==> config.mk <==
export PLATFORM = sky130hd
export DESIGN_NAME = kalman_filter_update
export DESIGN_NICKNAME = d
export VERILOG_FILES = /design/src/sv/kfu_pkg.sv /design/src/sv/kfu_ram.sv /design/src/sv/kfu_arith.sv /design/src/sv/kalman_filter_update.sv
export VERILOG_INCLUDE_DIRS = /design/src /design/src/sv
export SDC_FILE = /design/constraint.sdc
export NUM_CORES = 2
export LEC_CHECK = 0
export BUFFER_PORTS_ARGS = -buffer_cell sky130_fd_sc_hd__buf_2
export CORE_ASPECT_RATIO = 1.25
export CORE_MARGIN = 1
export CORE_UTILIZATION = 60
export DETAILED_ROUTE_END_ITERATION = 16
export GPL_TIMING_DRIVEN = 0
export HOLD_SLACK_MARGIN = 0.02
export PLACE_DENSITY = 0.77
export RECOVER_POWER = 50
export REMOVE_ABC_BUFFERS = 1
export SKIP_CTS_REPAIR_TIMING = 1
export SYNTH_ARGS = -nofsm -noshare
export SYNTH_HDL_FRONTEND = slang
export SYNTH_SLANG_ARGS = --single-unit
==> constraint.sdc <==
create_clock -name clock -period 19.4 [get_ports clock]
set_input_delay 4.85 -clock clock [delete_from_list [all_inputs] [get_ports clock]]
set_output_delay 4.85 -clock clock [all_outputs]
set_load 0.005 [all_outputs]
==> src/sv/kalman_filter_update_defines.svh <==
// Assertion macros used by the Kalman filter update RTL.
`ifndef KALMAN_FILTER_UPDATE_DEFINES_SVH
`define KALMAN_FILTER_UPDATE_DEFINES_SVH

// Consequent must hold in the same cycle as the antecedent.
`define KFU_ASSERT_NOW(label, clk, rst, ante, cons, msg) \
   label: assert property (@(posedge clk) disable iff (rst) (ante) |-> (cons)) \
      else $error(msg);

// Consequent must hold in the cycle after the antecedent.
`define KFU_ASSERT_NEXT(label, clk, rst, ante, cons, msg) \
   label: assert property (@(posedge clk) disable iff (rst) (ante) |=> (cons)) \
      else $error(msg);

`endif

==> src/sv/kfu_pkg.sv <==
// Types, codes and the step program of the Kalman filter update block.
`timescale 1ns / 1ps

package kfu_pkg;

   // Sequencer states.
   typedef enum logic [2:0] {
      ST_IDLE,
      ST_RDA,
      ST_RDB,
      ST_LDB,
      ST_RUN,
      ST_ACC,
      ST_OUT
   } kfu_state_type;

   // Configuration register indexes.
   typedef enum logic [1:0] {
      CSR_A_MATRIX,
      CSR_C_VECTOR,
      CSR_Q_MATRIX,
      CSR_R_VALUE
   } csr_index_type;

   // Kind of one program step.
   typedef enum logic [1:0] {
      UOP_MAC,
      UOP_DIV,
      UOP_END
   } uop_kind_type;

   // Command to the serial arithmetic unit.
   typedef struct packed {
      logic start;
      logic is_div;
   } arith_cmd_type;

   // One program step: multiply, round, add or subtract; or divide; or end.
   typedef struct packed {
      uop_kind_type kind;
      logic         clr;
      logic         sub;
      logic         sh16;
      logic         wr;
      logic [5:0]   opa;
      logic [5:0]   opb;
      logic [5:0]   dst;
   } uop_type;

   localparam logic SH12 = 1'b0;
   localparam logic SH16 = 1'b1;

   // Operand codes: fixed sources below 32, scratch memory entries from 32 up.
   localparam logic [5:0] OP_A00    = 6'd0;
   localparam logic [5:0] OP_A01    = 6'd1;
   localparam logic [5:0] OP_A10    = 6'd2;
   localparam logic [5:0] OP_A11    = 6'd3;
   localparam logic [5:0] OP_C0     = 6'd4;
   localparam logic [5:0] OP_C1     = 6'd5;
   localparam logic [5:0] OP_Q00    = 6'd6;
   localparam logic [5:0] OP_Q01    = 6'd7;
   localparam logic [5:0] OP_Q10    = 6'd8;
   localparam logic [5:0] OP_Q11    = 6'd9;
   localparam logic [5:0] OP_R      = 6'd10;
   localparam logic [5:0] OP_Z      = 6'd11;
   localparam logic [5:0] OP_K4096  = 6'd12;
   localparam logic [5:0] OP_K8192  = 6'd13;
   localparam logic [5:0] OP_K65536 = 6'd14;
   localparam logic [5:0] OP_X0     = 6'd15;
   localparam logic [5:0] OP_X1     = 6'd16;
   localparam logic [5:0] OP_P00    = 6'd17;
   localparam logic [5:0] OP_P01    = 6'd18;
   localparam logic [5:0] OP_P10    = 6'd19;
   localparam logic [5:0] OP_P11    = 6'd20;
   localparam logic [5:0] OP_NONE   = 6'd31;
   localparam logic [5:0] OP_XP0    = 6'd32;
   localparam logic [5:0] OP_XP1    = 6'd33;
   localparam logic [5:0] OP_T00    = 6'd34;
   localparam logic [5:0] OP_T01    = 6'd35;
   localparam logic [5:0] OP_T10    = 6'd36;
   localparam logic [5:0] OP_T11    = 6'd37;
   localparam logic [5:0] OP_PP00   = 6'd38;
   localparam logic [5:0] OP_PP01   = 6'd39;
   localparam logic [5:0] OP_PP10   = 6'd40;
   localparam logic [5:0] OP_PP11   = 6'd41;
   localparam logic [5:0] OP_PC0    = 6'd42;
   localparam logic [5:0] OP_PC1    = 6'd43;
   localparam logic [5:0] OP_S      = 6'd44;
   localparam logic [5:0] OP_K0     = 6'd45;
   localparam logic [5:0] OP_K1     = 6'd46;
   localparam logic [5:0] OP_CX     = 6'd47;
   localparam logic [5:0] OP_Y      = 6'd48;
   localparam logic [5:0] OP_M00    = 6'd49;
   localparam logic [5:0] OP_M01    = 6'd50;
   localparam logic [5:0] OP_M10    = 6'd51;
   localparam logic [5:0] OP_M11    = 6'd52;
   localparam logic [5:0] OP_U00    = 6'd53;
   localparam logic [5:0] OP_U01    = 6'd54;
   localparam logic [5:0] OP_U10    = 6'd55;
   localparam logic [5:0] OP_U11    = 6'd56;
   localparam logic [5:0] OP_V00    = 6'd57;
   localparam logic [5:0] OP_V01    = 6'd58;
   localparam logic [5:0] OP_V10    = 6'd59;
   localparam logic [5:0] OP_V11    = 6'd60;
   localparam logic [5:0] OP_KR0    = 6'd61;
   localparam logic [5:0] OP_KR1    = 6'd62;

   localparam int SCRATCH_DEPTH = 32;

   function automatic uop_type mac(input logic clr, input logic sub, input logic sh16,
                                   input logic [5:0] opa, input logic [5:0] opb,
                                   input logic wr, input logic [5:0] dst);
      uop_type u;
      u.kind = UOP_MAC;
      u.clr  = clr;
      u.sub  = sub;
      u.sh16 = sh16;
      u.wr   = wr;
      u.opa  = opa;
      u.opb  = opb;
      u.dst  = dst;
      return u;
   endfunction

   // First term of a sum: clears the accumulator, no write.
   function automatic uop_type first(input logic [5:0] opa, input logic [5:0] opb,
                                     input logic sh16);
      return mac(1'b1, 1'b0, sh16, opa, opb, 1'b0, OP_NONE);
   endfunction

   // Last term of a sum: accumulates and writes the saturated total.
   function automatic uop_type last(input logic [5:0] opa, input logic [5:0] opb,
                                    input logic sh16, input logic [5:0] dst);
      return mac(1'b0, 1'b0, sh16, opa, opb, 1'b1, dst);
   endfunction

   function automatic uop_type mid(input logic [5:0] opa, input logic [5:0] opb,
                                   input logic sh16);
      return mac(1'b0, 1'b0, sh16, opa, opb, 1'b0, OP_NONE);
   endfunction

   function automatic uop_type divop(input logic [5:0] num, input logic [5:0] den,
                                     input logic [5:0] dst);
      uop_type u;
      u      = mac(1'b1, 1'b0, SH12, num, den, 1'b1, dst);
      u.kind = UOP_DIV;
      return u;
   endfunction

   function automatic uop_type endop();
      uop_type u;
      u      = mac(1'b0, 1'b0, SH12, OP_NONE, OP_NONE, 1'b0, OP_NONE);
      u.kind = UOP_END;
      return u;
   endfunction

   // The full update as a list of steps.
   function automatic uop_type uop_at(input logic [6:0] step);
      uop_type u;
      case (step)
         // Predicted state.
         7'd0:  u = first(OP_A00, OP_X0, SH12);
         7'd1:  u = last(OP_A01, OP_X1, SH12, OP_XP0);
         7'd2:  u = first(OP_A10, OP_X0, SH12);
         7'd3:  u = last(OP_A11, OP_X1, SH12, OP_XP1);
         // A times P.
         7'd4:  u = first(OP_A00, OP_P00, SH12);
         7'd5:  u = last(OP_A01, OP_P10, SH12, OP_T00);
         7'd6:  u = first(OP_A00, OP_P01, SH12);
         7'd7:  u = last(OP_A01, OP_P11, SH12, OP_T01);
         7'd8:  u = first(OP_A10, OP_P00, SH12);
         7'd9:  u = last(OP_A11, OP_P10, SH12, OP_T10);
         7'd10: u = first(OP_A10, OP_P01, SH12);
         7'd11: u = last(OP_A11, OP_P11, SH12, OP_T11);
         // Predicted covariance, Q entries doubled.
         7'd12: u = first(OP_Q00, OP_K8192, SH12);
         7'd13: u = mid(OP_T00, OP_A00, SH12);
         7'd14: u = last(OP_T01, OP_A01, SH12, OP_PP00);
         7'd15: u = first(OP_Q01, OP_K8192, SH12);
         7'd16: u = mid(OP_T00, OP_A10, SH12);
         7'd17: u = last(OP_T01, OP_A11, SH12, OP_PP01);
         7'd18: u = first(OP_Q10, OP_K8192, SH12);
         7'd19: u = mid(OP_T10, OP_A00, SH12);
         7'd20: u = last(OP_T11, OP_A01, SH12, OP_PP10);
         7'd21: u = first(OP_Q11, OP_K8192, SH12);
         7'd22: u = mid(OP_T10, OP_A10, SH12);
         7'd23: u = last(OP_T11, OP_A11, SH12, OP_PP11);
         // P' C^T.
         7'd24: u = first(OP_PP00, OP_C0, SH12);
         7'd25: u = last(OP_PP01, OP_C1, SH12, OP_PC0);
         7'd26: u = first(OP_PP10, OP_C0, SH12);
         7'd27: u = last(OP_PP11, OP_C1, SH12, OP_PC1);
         // Innovation variance.
         7'd28: u = first(OP_R, OP_K4096, SH12);
         7'd29: u = mid(OP_C0, OP_PC0, SH12);
         7'd30: u = last(OP_C1, OP_PC1, SH12, OP_S);
         // Gain.
         7'd31: u = divop(OP_PC0, OP_S, OP_K0);
         7'd32: u = divop(OP_PC1, OP_S, OP_K1);
         // Innovation.
         7'd33: u = first(OP_C0, OP_XP0, SH12);
         7'd34: u = last(OP_C1, OP_XP1, SH12, OP_CX);
         7'd35: u = first(OP_Z, OP_K4096, SH12);
         7'd36: u = mac(1'b0, 1'b1, SH12, OP_CX, OP_K4096, 1'b1, OP_Y);
         // I - K C.
         7'd37: u = first(OP_K65536, OP_K4096, SH12);
         7'd38: u = mac(1'b0, 1'b1, SH12, OP_K0, OP_C0, 1'b1, OP_M00);
         7'd39: u = mac(1'b1, 1'b1, SH12, OP_K0, OP_C1, 1'b1, OP_M01);
         7'd40: u = mac(1'b1, 1'b1, SH12, OP_K1, OP_C0, 1'b1, OP_M10);
         7'd41: u = first(OP_K65536, OP_K4096, SH12);
         7'd42: u = mac(1'b0, 1'b1, SH12, OP_K1, OP_C1, 1'b1, OP_M11);
         // (I-KC) P'.
         7'd43: u = first(OP_M00, OP_PP00, SH16);
         7'd44: u = last(OP_M01, OP_PP10, SH16, OP_U00);
         7'd45: u = first(OP_M00, OP_PP01, SH16);
         7'd46: u = last(OP_M01, OP_PP11, SH16, OP_U01);
         7'd47: u = first(OP_M10, OP_PP00, SH16);
         7'd48: u = last(OP_M11, OP_PP10, SH16, OP_U10);
         7'd49: u = first(OP_M10, OP_PP01, SH16);
         7'd50: u = last(OP_M11, OP_PP11, SH16, OP_U11);
         // (I-KC) P' (I-KC)^T.
         7'd51: u = first(OP_U00, OP_M00, SH16);
         7'd52: u = last(OP_U01, OP_M01, SH16, OP_V00);
         7'd53: u = first(OP_U00, OP_M10, SH16);
         7'd54: u = last(OP_U01, OP_M11, SH16, OP_V01);
         7'd55: u = first(OP_U10, OP_M00, SH16);
         7'd56: u = last(OP_U11, OP_M01, SH16, OP_V10);
         7'd57: u = first(OP_U10, OP_M10, SH16);
         7'd58: u = last(OP_U11, OP_M11, SH16, OP_V11);
         // K R.
         7'd59: u = mac(1'b1, 1'b0, SH16, OP_K0, OP_R, 1'b1, OP_KR0);
         7'd60: u = mac(1'b1, 1'b0, SH16, OP_K1, OP_R, 1'b1, OP_KR1);
         // Corrected state.
         7'd61: u = first(OP_XP0, OP_K4096, SH12);
         7'd62: u = last(OP_K0, OP_Y, SH16, OP_X0);
         7'd63: u = first(OP_XP1, OP_K4096, SH12);
         7'd64: u = last(OP_K1, OP_Y, SH16, OP_X1);
         // Corrected covariance.
         7'd65: u = first(OP_V00, OP_K4096, SH12);
         7'd66: u = last(OP_KR0, OP_K0, SH16, OP_P00);
         7'd67: u = first(OP_V01, OP_K4096, SH12);
         7'd68: u = last(OP_KR0, OP_K1, SH16, OP_P01);
         7'd69: u = first(OP_V10, OP_K4096, SH12);
         7'd70: u = last(OP_KR1, OP_K0, SH16, OP_P10);
         7'd71: u = first(OP_V11, OP_K4096, SH12);
         7'd72: u = last(OP_KR1, OP_K1, SH16, OP_P11);
         default: u = endop();
      endcase
      return u;
   endfunction

endpackage

==> src/sv/kfu_ram.sv <==
// Generic single-write, single-read RAM with registered read data.
`timescale 1ns / 1ps

module kfu_ram #(
   parameter int WIDTH = 32,
   parameter int DEPTH = 32
) (
   input  logic                     clock,
   input  logic                     we,
   input  logic [$clog2(DEPTH)-1:0] waddr,
   input  logic [WIDTH-1:0]         wdata,
   input  logic [$clog2(DEPTH)-1:0] raddr,
   output logic [WIDTH-1:0]         rdata
);

   logic [WIDTH-1:0] mem_ff [DEPTH];
   logic [WIDTH-1:0] rdata_ff;

   // Write port and registered read port.
   always_ff @(posedge clock) begin
      if (we) begin
         mem_ff[waddr] <= wdata;
      end
      rdata_ff <= mem_ff[raddr];
   end

   assign rdata = rdata_ff;

endmodule

==> src/sv/kfu_arith.sv <==
// Shared digit-serial multiplier (4 bits per cycle) and bit-serial divider.
`timescale 1ns / 1ps

module kfu_arith (
   input  logic                   clock,
   input  logic                   reset,
   input  kfu_pkg::arith_cmd_type cmd,
   input  logic signed [32:0]     opa,
   input  logic signed [32:0]     opb,
   output logic                   done,
   output logic signed [66:0]     prod,
   output logic signed [31:0]     quot
);

   import kfu_pkg::*;

   localparam logic [5:0] MUL_STEPS = 6'd9;
   localparam logic [5:0] DIV_STEPS = 6'd48;

   logic [5:0]  cnt_ff, cnt_in;
   logic        done_ff, done_in;
   logic        div_ff, div_in;
   logic        neg_ff, neg_in;
   logic [32:0] amag_ff, amag_in;
   logic [33:0] hi_ff, hi_in;
   logic [35:0] lo_ff, lo_in;
   logic [31:0] dmag_ff, dmag_in;
   logic [31:0] rem_ff, rem_in;
   logic [47:0] quo_ff, quo_in;

   logic [32:0] abs_a, abs_b;
   logic [36:0] part;
   logic [37:0] msum;
   logic [33:0] trial;
   logic [66:0] mag;

   assign abs_a = opa[32] ? (~opa + 33'd1) : opa;
   assign abs_b = opb[32] ? (~opb + 33'd1) : opb;

   // One multiplier digit and one divider bit per cycle.
   assign part  = {4'd0, amag_ff} * {33'd0, lo_ff[3:0]};
   assign msum  = {4'd0, hi_ff} + {1'b0, part};
   assign trial = {1'b0, rem_ff, quo_ff[47]} - {2'd0, dmag_ff};

   always_comb begin
      cnt_in  = cnt_ff;
      done_in = 1'b0;
      div_in  = div_ff;
      neg_in  = neg_ff;
      amag_in = amag_ff;
      hi_in   = hi_ff;
      lo_in   = lo_ff;
      dmag_in = dmag_ff;
      rem_in  = rem_ff;
      quo_in  = quo_ff;
      if (cmd.start) begin
         div_in  = cmd.is_div;
         neg_in  = opa[32] ^ opb[32];
         amag_in = abs_a;
         hi_in   = '0;
         lo_in   = {3'd0, abs_b};
         dmag_in = abs_b[31:0];
         rem_in  = '0;
         quo_in  = {abs_a[31:0], 16'd0};
         cnt_in  = cmd.is_div ? DIV_STEPS : MUL_STEPS;
      end else if (cnt_ff != 6'd0) begin
         cnt_in  = cnt_ff - 6'd1;
         done_in = (cnt_ff == 6'd1);
         if (div_ff) begin
            rem_in = trial[33] ? {rem_ff[30:0], quo_ff[47]} : trial[31:0];
            quo_in = {quo_ff[46:0], ~trial[33]};
         end else begin
            hi_in = msum[37:4];
            lo_in = {msum[3:0], lo_ff[35:4]};
         end
      end
   end

   // Control registers.
   always_ff @(posedge clock) begin
      if (reset) begin
         cnt_ff  <= '0;
         done_ff <= 1'b0;
      end else begin
         cnt_ff  <= cnt_in;
         done_ff <= done_in;
      end
   end

   // Datapath registers.
   always_ff @(posedge clock) begin
      div_ff  <= div_in;
      neg_ff  <= neg_in;
      amag_ff <= amag_in;
      hi_ff   <= hi_in;
      lo_ff   <= lo_in;
      dmag_ff <= dmag_in;
      rem_ff  <= rem_in;
      quo_ff  <= quo_in;
   end

   // Signed product and saturated quotient.
   assign mag = {1'b0, hi_ff[29:0], lo_ff};

   always_comb begin
      prod = neg_ff ? signed'(~mag + 67'd1) : signed'(mag);
      if (!neg_ff) begin
         quot = (quo_ff > 48'h0000_7FFF_FFFF) ? 32'sh7FFF_FFFF : signed'(quo_ff[31:0]);
      end else begin
         quot = (quo_ff > 48'h0000_8000_0000) ? 32'sh8000_0000
                                              : signed'(~quo_ff[31:0] + 32'd1);
      end
   end

   assign done = done_ff;

endmodule

==> src/sv/kalman_filter_update.sv <==
// Top level of the fixed-point two-state Kalman filter update block.
//
//  channel | direction | handshake                 | payload
//  req     | in        | req_tvalid / req_tready   | tdata[31:0] measurement
//  rsp     | out       | rsp_tvalid / rsp_tready   | tdata estimates, tuser singular
//  csr     | in        | csr_wr_en                 | csr_index, csr_wr_data
//
// An item runs through a 73-step program on one shared serial unit: a multiply
// goes through operand fetch from the scratch RAM, 9 digits of 4 bits and write
// back, and each of the two gain divisions forms 48 quotient bits.
// A zero innovation variance ends the update as soon as it is written back.
// Reset is synchronous and restores x = 0 and P = identity.
// A new word is taken while a finished result waits on a stalled rsp channel.
`timescale 1ns / 1ps
`include "kalman_filter_update_defines.svh"

module kalman_filter_update (
   input  logic        clock,
   input  logic        reset,
   input  logic        req_tvalid,
   output logic        req_tready,
   input  logic [31:0] req_tdata,   // [31:0] measurement
   output logic        rsp_tvalid,
   input  logic        rsp_tready,
   output logic [63:0] rsp_tdata,   // [31:0] estimate_first, [63:32] estimate_second
   output logic        rsp_tuser,   // [0] singular
   input  logic        csr_wr_en,
   input  logic [1:0]  csr_index,
   input  logic [63:0] csr_wr_data
);

   import kfu_pkg::*;

   kfu_state_type      state_ff, state_in;
   logic [6:0]         step_ff, step_in;
   logic signed [56:0] acc_ff, acc_in;
   logic signed [32:0] opa_ff, opa_in;
   logic [31:0]        z_ff, z_in;
   logic               singular_ff, singular_in;
   logic [63:0]        a_ff, a_in, q_ff, q_in;
   logic [31:0]        c_ff, c_in, r_ff, r_in;
   logic [31:0]        x0_ff, x0_in, x1_ff, x1_in;
   logic [31:0]        p00_ff, p00_in, p01_ff, p01_in, p10_ff, p10_in, p11_ff, p11_in;
   logic               rsp_valid_ff, rsp_valid_in;
   logic [63:0]        rsp_data_ff, rsp_data_in;
   logic               rsp_user_ff, rsp_user_in;

   uop_type            uop;
   logic [5:0]         cur_code;
   logic signed [32:0] opnd_val;
   logic               ram_we;
   logic [4:0]         ram_raddr;
   logic [31:0]        ram_wdata, ram_rdata;
   arith_cmd_type      arith_cmd;
   logic               arith_done;
   logic signed [66:0] arith_prod;
   logic signed [31:0] arith_quot;
   logic signed [66:0] rsum, rshift;
   logic signed [56:0] term, base, acc_sum;
   logic [31:0]        wr_val;

   function automatic logic [31:0] sat57(input logic signed [56:0] v);
      logic [31:0] r;
      if (v > 57'sd2147483647) begin
         r = 32'h7FFF_FFFF;
      end else if (v < -57'sd2147483648) begin
         r = 32'h8000_0000;
      end else begin
         r = v[31:0];
      end
      return r;
   endfunction

   function automatic logic signed [32:0] sx16(input logic [15:0] v);
      return signed'({{17{v[15]}}, v});
   endfunction

   function automatic logic signed [32:0] sx32(input logic [31:0] v);
      return signed'({v[31], v});
   endfunction

   assign uop = uop_at(step_ff);

   // Operand select: the A operand is latched in RDB, the B operand used in LDB.
   assign cur_code  = (state_ff == ST_RDB) ? uop.opa : uop.opb;
   assign ram_raddr = (state_ff == ST_RDA) ? uop.opa[4:0] : uop.opb[4:0];

   always_comb begin
      case (cur_code)
         OP_A00:    opnd_val = sx16(a_ff[15:0]);
         OP_A01:    opnd_val = sx16(a_ff[31:16]);
         OP_A10:    opnd_val = sx16(a_ff[47:32]);
         OP_A11:    opnd_val = sx16(a_ff[63:48]);
         OP_C0:     opnd_val = sx16(c_ff[15:0]);
         OP_C1:     opnd_val = sx16(c_ff[31:16]);
         OP_Q00:    opnd_val = sx16(q_ff[15:0]);
         OP_Q01:    opnd_val = sx16(q_ff[31:16]);
         OP_Q10:    opnd_val = sx16(q_ff[47:32]);
         OP_Q11:    opnd_val = sx16(q_ff[63:48]);
         OP_R:      opnd_val = signed'({1'b0, r_ff});
         OP_Z:      opnd_val = sx32(z_ff);
         OP_K4096:  opnd_val = 33'sd4096;
         OP_K8192:  opnd_val = 33'sd8192;
         OP_K65536: opnd_val = 33'sd65536;
         OP_X0:     opnd_val = sx32(x0_ff);
         OP_X1:     opnd_val = sx32(x1_ff);
         OP_P00:    opnd_val = sx32(p00_ff);
         OP_P01:    opnd_val = sx32(p01_ff);
         OP_P10:    opnd_val = sx32(p10_ff);
         OP_P11:    opnd_val = sx32(p11_ff);
         default:   opnd_val = sx32(ram_rdata);
      endcase
   end

   // Round the product half up at the Q point and add it to or subtract it from the accumulator.
   assign rsum    = arith_prod + (uop.sh16 ? 67'sd32768 : 67'sd2048);
   assign rshift  = uop.sh16 ? (rsum >>> 16) : (rsum >>> 12);
   assign term    = signed'(rshift[56:0]);
   assign base    = uop.clr ? 57'sd0 : acc_ff;
   assign acc_sum = uop.sub ? (base - term) : (base + term);
   assign wr_val  = (uop.kind == UOP_DIV) ? arith_quot : sat57(acc_sum);

   // Next state and datapath.
   always_comb begin
      state_in     = state_ff;
      step_in      = step_ff;
      acc_in       = acc_ff;
      opa_in       = opa_ff;
      z_in         = z_ff;
      singular_in  = singular_ff;
      a_in         = a_ff;
      c_in         = c_ff;
      q_in         = q_ff;
      r_in         = r_ff;
      x0_in        = x0_ff;
      x1_in        = x1_ff;
      p00_in       = p00_ff;
      p01_in       = p01_ff;
      p10_in       = p10_ff;
      p11_in       = p11_ff;
      rsp_valid_in = rsp_valid_ff && !rsp_tready;
      rsp_data_in  = rsp_data_ff;
      rsp_user_in  = rsp_user_ff;
      req_tready   = 1'b0;
      ram_we       = 1'b0;
      ram_wdata    = wr_val;
      arith_cmd    = '0;

      case (state_ff)
         ST_IDLE: begin
            req_tready = 1'b1;
            if (req_tvalid) begin
               z_in        = req_tdata;
               step_in     = '0;
               singular_in = 1'b0;
               state_in    = ST_RDA;
            end
         end
         ST_RDA: begin
            state_in = (uop.kind == UOP_END) ? ST_OUT : ST_RDB;
         end
         ST_RDB: begin
            opa_in   = opnd_val;
            state_in = ST_LDB;
         end
         ST_LDB: begin
            arith_cmd.start  = 1'b1;
            arith_cmd.is_div = (uop.kind == UOP_DIV);
            state_in         = ST_RUN;
         end
         ST_RUN: begin
            if (arith_done) begin
               state_in = ST_ACC;
            end
         end
         ST_ACC: begin
            acc_in   = acc_sum;
            step_in  = step_ff + 7'd1;
            state_in = ST_RDA;
            if (uop.wr) begin
               ram_we = uop.dst[5];
               case (uop.dst)
                  OP_X0:   x0_in  = wr_val;
                  OP_X1:   x1_in  = wr_val;
                  OP_P00:  p00_in = wr_val;
                  OP_P01:  p01_in = wr_val;
                  OP_P10:  p10_in = wr_val;
                  OP_P11:  p11_in = wr_val;
                  default: ;
               endcase
               // Zero innovation variance skips the update.
               if (uop.dst == OP_S && wr_val == 32'd0) begin
                  singular_in = 1'b1;
                  state_in    = ST_OUT;
               end
            end
         end
         ST_OUT: begin
            if (!rsp_valid_ff || rsp_tready) begin
               rsp_valid_in = 1'b1;
               rsp_data_in  = {x1_ff, x0_ff};
               rsp_user_in  = singular_ff;
               state_in     = ST_IDLE;
            end
         end
         default: state_in = ST_IDLE;
      endcase

      // Register writes.
      if (csr_wr_en) begin
         case (csr_index)
            CSR_A_MATRIX: a_in = csr_wr_data;
            CSR_C_VECTOR: c_in = csr_wr_data[31:0];
            CSR_Q_MATRIX: q_in = csr_wr_data;
            CSR_R_VALUE:  r_in = csr_wr_data[31:0];
            default: ;
         endcase
      end
   end

   // State register.
   always_ff @(posedge clock) begin
      if (reset) begin
         state_ff <= ST_IDLE;
      end else begin
         state_ff <= state_in;
      end
   end

   // Control, configuration and filter state registers.
   always_ff @(posedge clock) begin
      if (reset) begin
         step_ff      <= '0;
         rsp_valid_ff <= 1'b0;
         a_ff         <= '0;
         c_ff         <= '0;
         q_ff         <= '0;
         r_ff         <= 32'd65536;
         x0_ff        <= '0;
         x1_ff        <= '0;
         p00_ff       <= 32'd65536;
         p01_ff       <= '0;
         p10_ff       <= '0;
         p11_ff       <= 32'd65536;
      end else begin
         step_ff      <= step_in;
         rsp_valid_ff <= rsp_valid_in;
         a_ff         <= a_in;
         c_ff         <= c_in;
         q_ff         <= q_in;
         r_ff         <= r_in;
         x0_ff        <= x0_in;
         x1_ff        <= x1_in;
         p00_ff       <= p00_in;
         p01_ff       <= p01_in;
         p10_ff       <= p10_in;
         p11_ff       <= p11_in;
      end
   end

   // Payload registers.
   always_ff @(posedge clock) begin
      acc_ff      <= acc_in;
      opa_ff      <= opa_in;
      z_ff        <= z_in;
      singular_ff <= singular_in;
      rsp_data_ff <= rsp_data_in;
      rsp_user_ff <= rsp_user_in;
   end

   // Scratch values of one update.
   kfu_ram #(
      .WIDTH (32),
      .DEPTH (SCRATCH_DEPTH)
   ) u_scratch (
      .clock (clock),
      .we    (ram_we),
      .waddr (uop.dst[4:0]),
      .wdata (ram_wdata),
      .raddr (ram_raddr),
      .rdata (ram_rdata)
   );

   kfu_arith u_arith (
      .clock (clock),
      .reset (reset),
      .cmd   (arith_cmd),
      .opa   (opa_ff),
      .opb   (opnd_val),
      .done  (arith_done),
      .prod  (arith_prod),
      .quot  (arith_quot)
   );

   assign rsp_tvalid = rsp_valid_ff;
   assign rsp_tdata  = rsp_data_ff;
   assign rsp_tuser  = rsp_user_ff;

   // The serial unit finishes only while the sequencer waits for it.
   `KFU_ASSERT_NOW(a_done_in_run, clock, reset, arith_done, state_ff == ST_RUN,
      "arithmetic unit finished outside the run state")

   // The program counter moves only on a write back or a new word.
   `KFU_ASSERT_NEXT(a_step_hold, clock, reset,
      (state_ff != ST_ACC) && (state_ff != ST_IDLE), $stable(step_ff),
      "step counter moved outside write back")

   // An accepted word starts the program at once.
   `KFU_ASSERT_NEXT(a_start, clock, reset, req_tvalid && req_tready,
      (state_ff == ST_RDA) && (step_ff == 7'd0), "accepted word did not start the program")

endmodule
==> flow_metrics.py <==
metrics = {
    "finish": {
        "syn2layout_area_growth_pct": 11.2,
        "layout_commonest_cell": "edfxtp_1",
        "utilization": 0.671,
        "drive_gt1_frac": 0.116,
        "layout.nets": 8337,
        "finalInstanceArea_um2": 101000,
        "most-common-layout-cells": "edfxtp_1, nand2_1, dfxtp_1",
    },
    "global_routing": {
        "grt_pass1_vias": 67500,
        "grt_overflow": 0,
        "grt.total_usage": 0.386,
        "antenna_found_initial": 36,
        "grt_max_degree": 159,
        "grt_first_pass_wirelength_um": 433000,
    },
    "drt": {
        "antenna_left": 0,
        "via_count": 69700,
        "drt-total-wl_um": 299000,
        "wl_per_cell_um": 29.4,
        "drc": 0,
        "routed_via_density": 6.86,
        "drt_iter0_markers": 9796,
        "firstDrtPassIters": 9,
    },
    "pwr": {
        "fin_total_pwr_mw": 13.6,
        "peakVddDrop_uv": 142,
        "p_seq_frac": 0.386,
        "p_int_mw": 8.66,
        "leakagePower_nw": 34.9,
        "p_comb_frac": 0.350,
        "p_sw_mw": 4.94,
        "p_clk_frac": 0.264,
        "switching_share": 0.363,
        "power_density_nw_per_um2": 135,
    },
    "outcome": {
        "violations": "max-capacitance violations, max-slew violations",
        "status": "complete, but fails checks",
    },
    "sta": {
        "slew_viol_final": 1551,
        "rsz0062_at_grt": "false",
        "min_period_over_period": 0.824,
        "tightest_slew_ps": 5160,
        "setup_viol": 0,
        "period_minus_slack_ps": 15990,
        "fmax_mhz": 62.5,
        "fin_skew_ps": 56.2,
        "hold_violations": 0,
        "slew_headroom": -2.44,
    },
    "setup_path": {
        "worstPathArrival_ps": 16550,
        "crit_buf_inv": 1,
        "start_kind": "register",
        "crit_top_cell": "o21ai_0",
        "path_class": "register to register",
        "worstPathRequired_ps": 19950,
        "max_stage_delay_ps": 1350,
        "crit_family": "simple AND/OR/NAND/NOR gates",
        "end_kind": "register",
        "crit_fanout": 35,
        "crit_slowest_cell": "nor4_1",
    },
    "clocking": {
        "clkTransAtPathRegs_ps": 60,
        "clock_path_buffers": 3,
        "clock_sinks": 1887,
        "cts-root-buf": "clkbuf_16",
        "htree_levels": 4,
        "cts_tree": "yes",
        "clk_latency_ps": 860,
        "cts_buffers": 177,
    },
    "yosys": {
        "yosys_warnings": 0,
        "synth-edff-count": 1344,
        "synth_cell_types": 107,
        "synth-async-reset-ratio": 0,
        "ys.flop_type": "edfxtp_1",
        "avgSynthCellArea_um2": 11.5,
        "ys_ff_latch": 1887,
        "synth_area_um2": 90700,
        "yosys.area.top_type": "edfxtp_1",
        "syn-instance-count": 7913,
        "synth_top_area_frac": 0.445,
        "yosys-top-cells-area": "edfxtp_1, dfxtp_1, mux4_2",
        "ys_seq_area_frac": 0.565,
    },
    "placement": {
        "io_buffers": 169,
        "hpwl_um": 197000,
        "placedInstanceArea_um2": 96400,
        "gp_congestion": 0.946,
    },
    "floorplan": {
        "start_util": 0.604,
        "io_pins": 170,
        "num_rows": 159,
        "die_x_um": 350,
        "dieHeight_um": 437,
        "dieArea_um2": 153000,
        "coreArea_um2": 150000,
    },
    "hold_path": {
        "min_path_type": "register to register",
    },
    "job": {
        "maxCapViolations": 77,
    },
}
worst min-delay path, delay by kind of cell (launching register included):
family | cells | cell delay, ps
AO/OA/AOI/OAI | 1 | 50
flip-flops | 1 | 310
AND/OR/NAND/NOR | 1 | 50
cells in the mapped netlist, drive strengths merged, types with 44 or more instances:
library cell	number
a211oi	221
a21o	49
a21oi	520
a221oi	44
a22o	79
a22oi	81
a31oi	58
and2	64
buf	84
clkbuf	388
dfxtp	543
edfxtp	1344
fa	97
ha	160
inv	228
mux2i	72
mux4	256
nand2	1282
nand3	284
nand4	62
nor2	550
nor2b	89
nor3	118
nor4	54
o21ai	258
or3	46
xnor2	187
xor2	123
per-layer routing:
| metal | up-vias | GRT usage | part of all wire |
|---|---|---|---|
| li1 | 29400 | - | - |
| met1 | 33900 | 0.435 | 0.32 |
| met2 | 5010 | 0.624 | 0.47 |
| met3 | 1419 | 0.107 | 0.11 |
| met4 | 32 | 0.291 | 0.090 |
| met5 | - | 0.00255 | 0.0011 |
worst paths after layout:
path / from / end / slack, ps / cells past startpoint
worst max-delay path: u_arith.lo_ff[2] / singular_ff / 3410 / 39
worst min-delay path: c_ff[27] / c_ff[27] / 450 / 2
worst max register to register: u_arith.lo_ff[2] / singular_ff / 3410 / 39
worst min register to register: c_ff[27] / c_ff[27] / 450 / 2
registers in the layout, indices dropped and copies added, names as in the netlist, 33 cells and up:
| name | cells |
|---|---|
| a_ff | 64 |
| u_scratch.mem_ff | 1024 |
| u_arith.amag_ff | 33 |
| q_ff | 64 |
| u_arith.lo_ff | 36 |
| acc_ff | 57 |
| u_arith.hi_ff | 34 |
| rsp_tdata | 64 |
| u_arith.quo_ff | 48 |
| opa_ff | 33 |
power by group through the flow:
stage / clock network, mW / registers [mW] / logic (mW)
after global routing: 3.73 / 5.26 / 5.12
after CTS: 3.59 / 5.22 / 4.72
after floorplan: 0 / 5.15 / 3.69
after detailed placement: 0 / 5.31 / 4.64
final: 3.59 / 5.25 / 4.76
after global placement: 0 / 5.31 / 5.11
cell families (layout without fill, tap and decap cells):
| logic type | Yosys count | count (layout) | synth area share |
|---|---|---|---|
| simple gates | 2761 | 2761 | 0.138 |
| buf+inv | 706 | 925 | 0.0297 |
| flops | 1887 | 1887 | 0.565 |
| other cells | 0 | 12 | 0 |
| xor+xnor | 310 | 310 | 0.0299 |
| compound gates | 1648 | 1648 | 0.120 |
| mux | 344 | 344 | 0.0735 |
| fa+ha+maj | 257 | 257 | 0.0435 |
area by class of cell:
cell class | count | area [um2]
flip-flops and latches | 1887 | 51200
fillers | 10500 | 49400
multi-input cells | 5320 | 37100
clock buffers | 242 | 4920
repair buffers | 357 | 3120
well taps | 2012 | 2520
clock inverters | 92 | 1000
inverters | 234 | 883
diodes | 12 | 30.0
metrics by stage:
step | setup TNS [ps] | setup WS [ps] | hold slack [ps] | instances
floorplan | -234110 | -7320 | 400 | 7441
global placement | -592290 | -18880 | 438 | 9622
detailed placement | 0 | 4530 | 445 | 9806
CTS | 0 | 4540 | 455 | 10100
global route | 0 | 2690 | 471 | 10100
finish | 0 | 3410 | 455 | 10200
(Power assumes the default switching activity.)
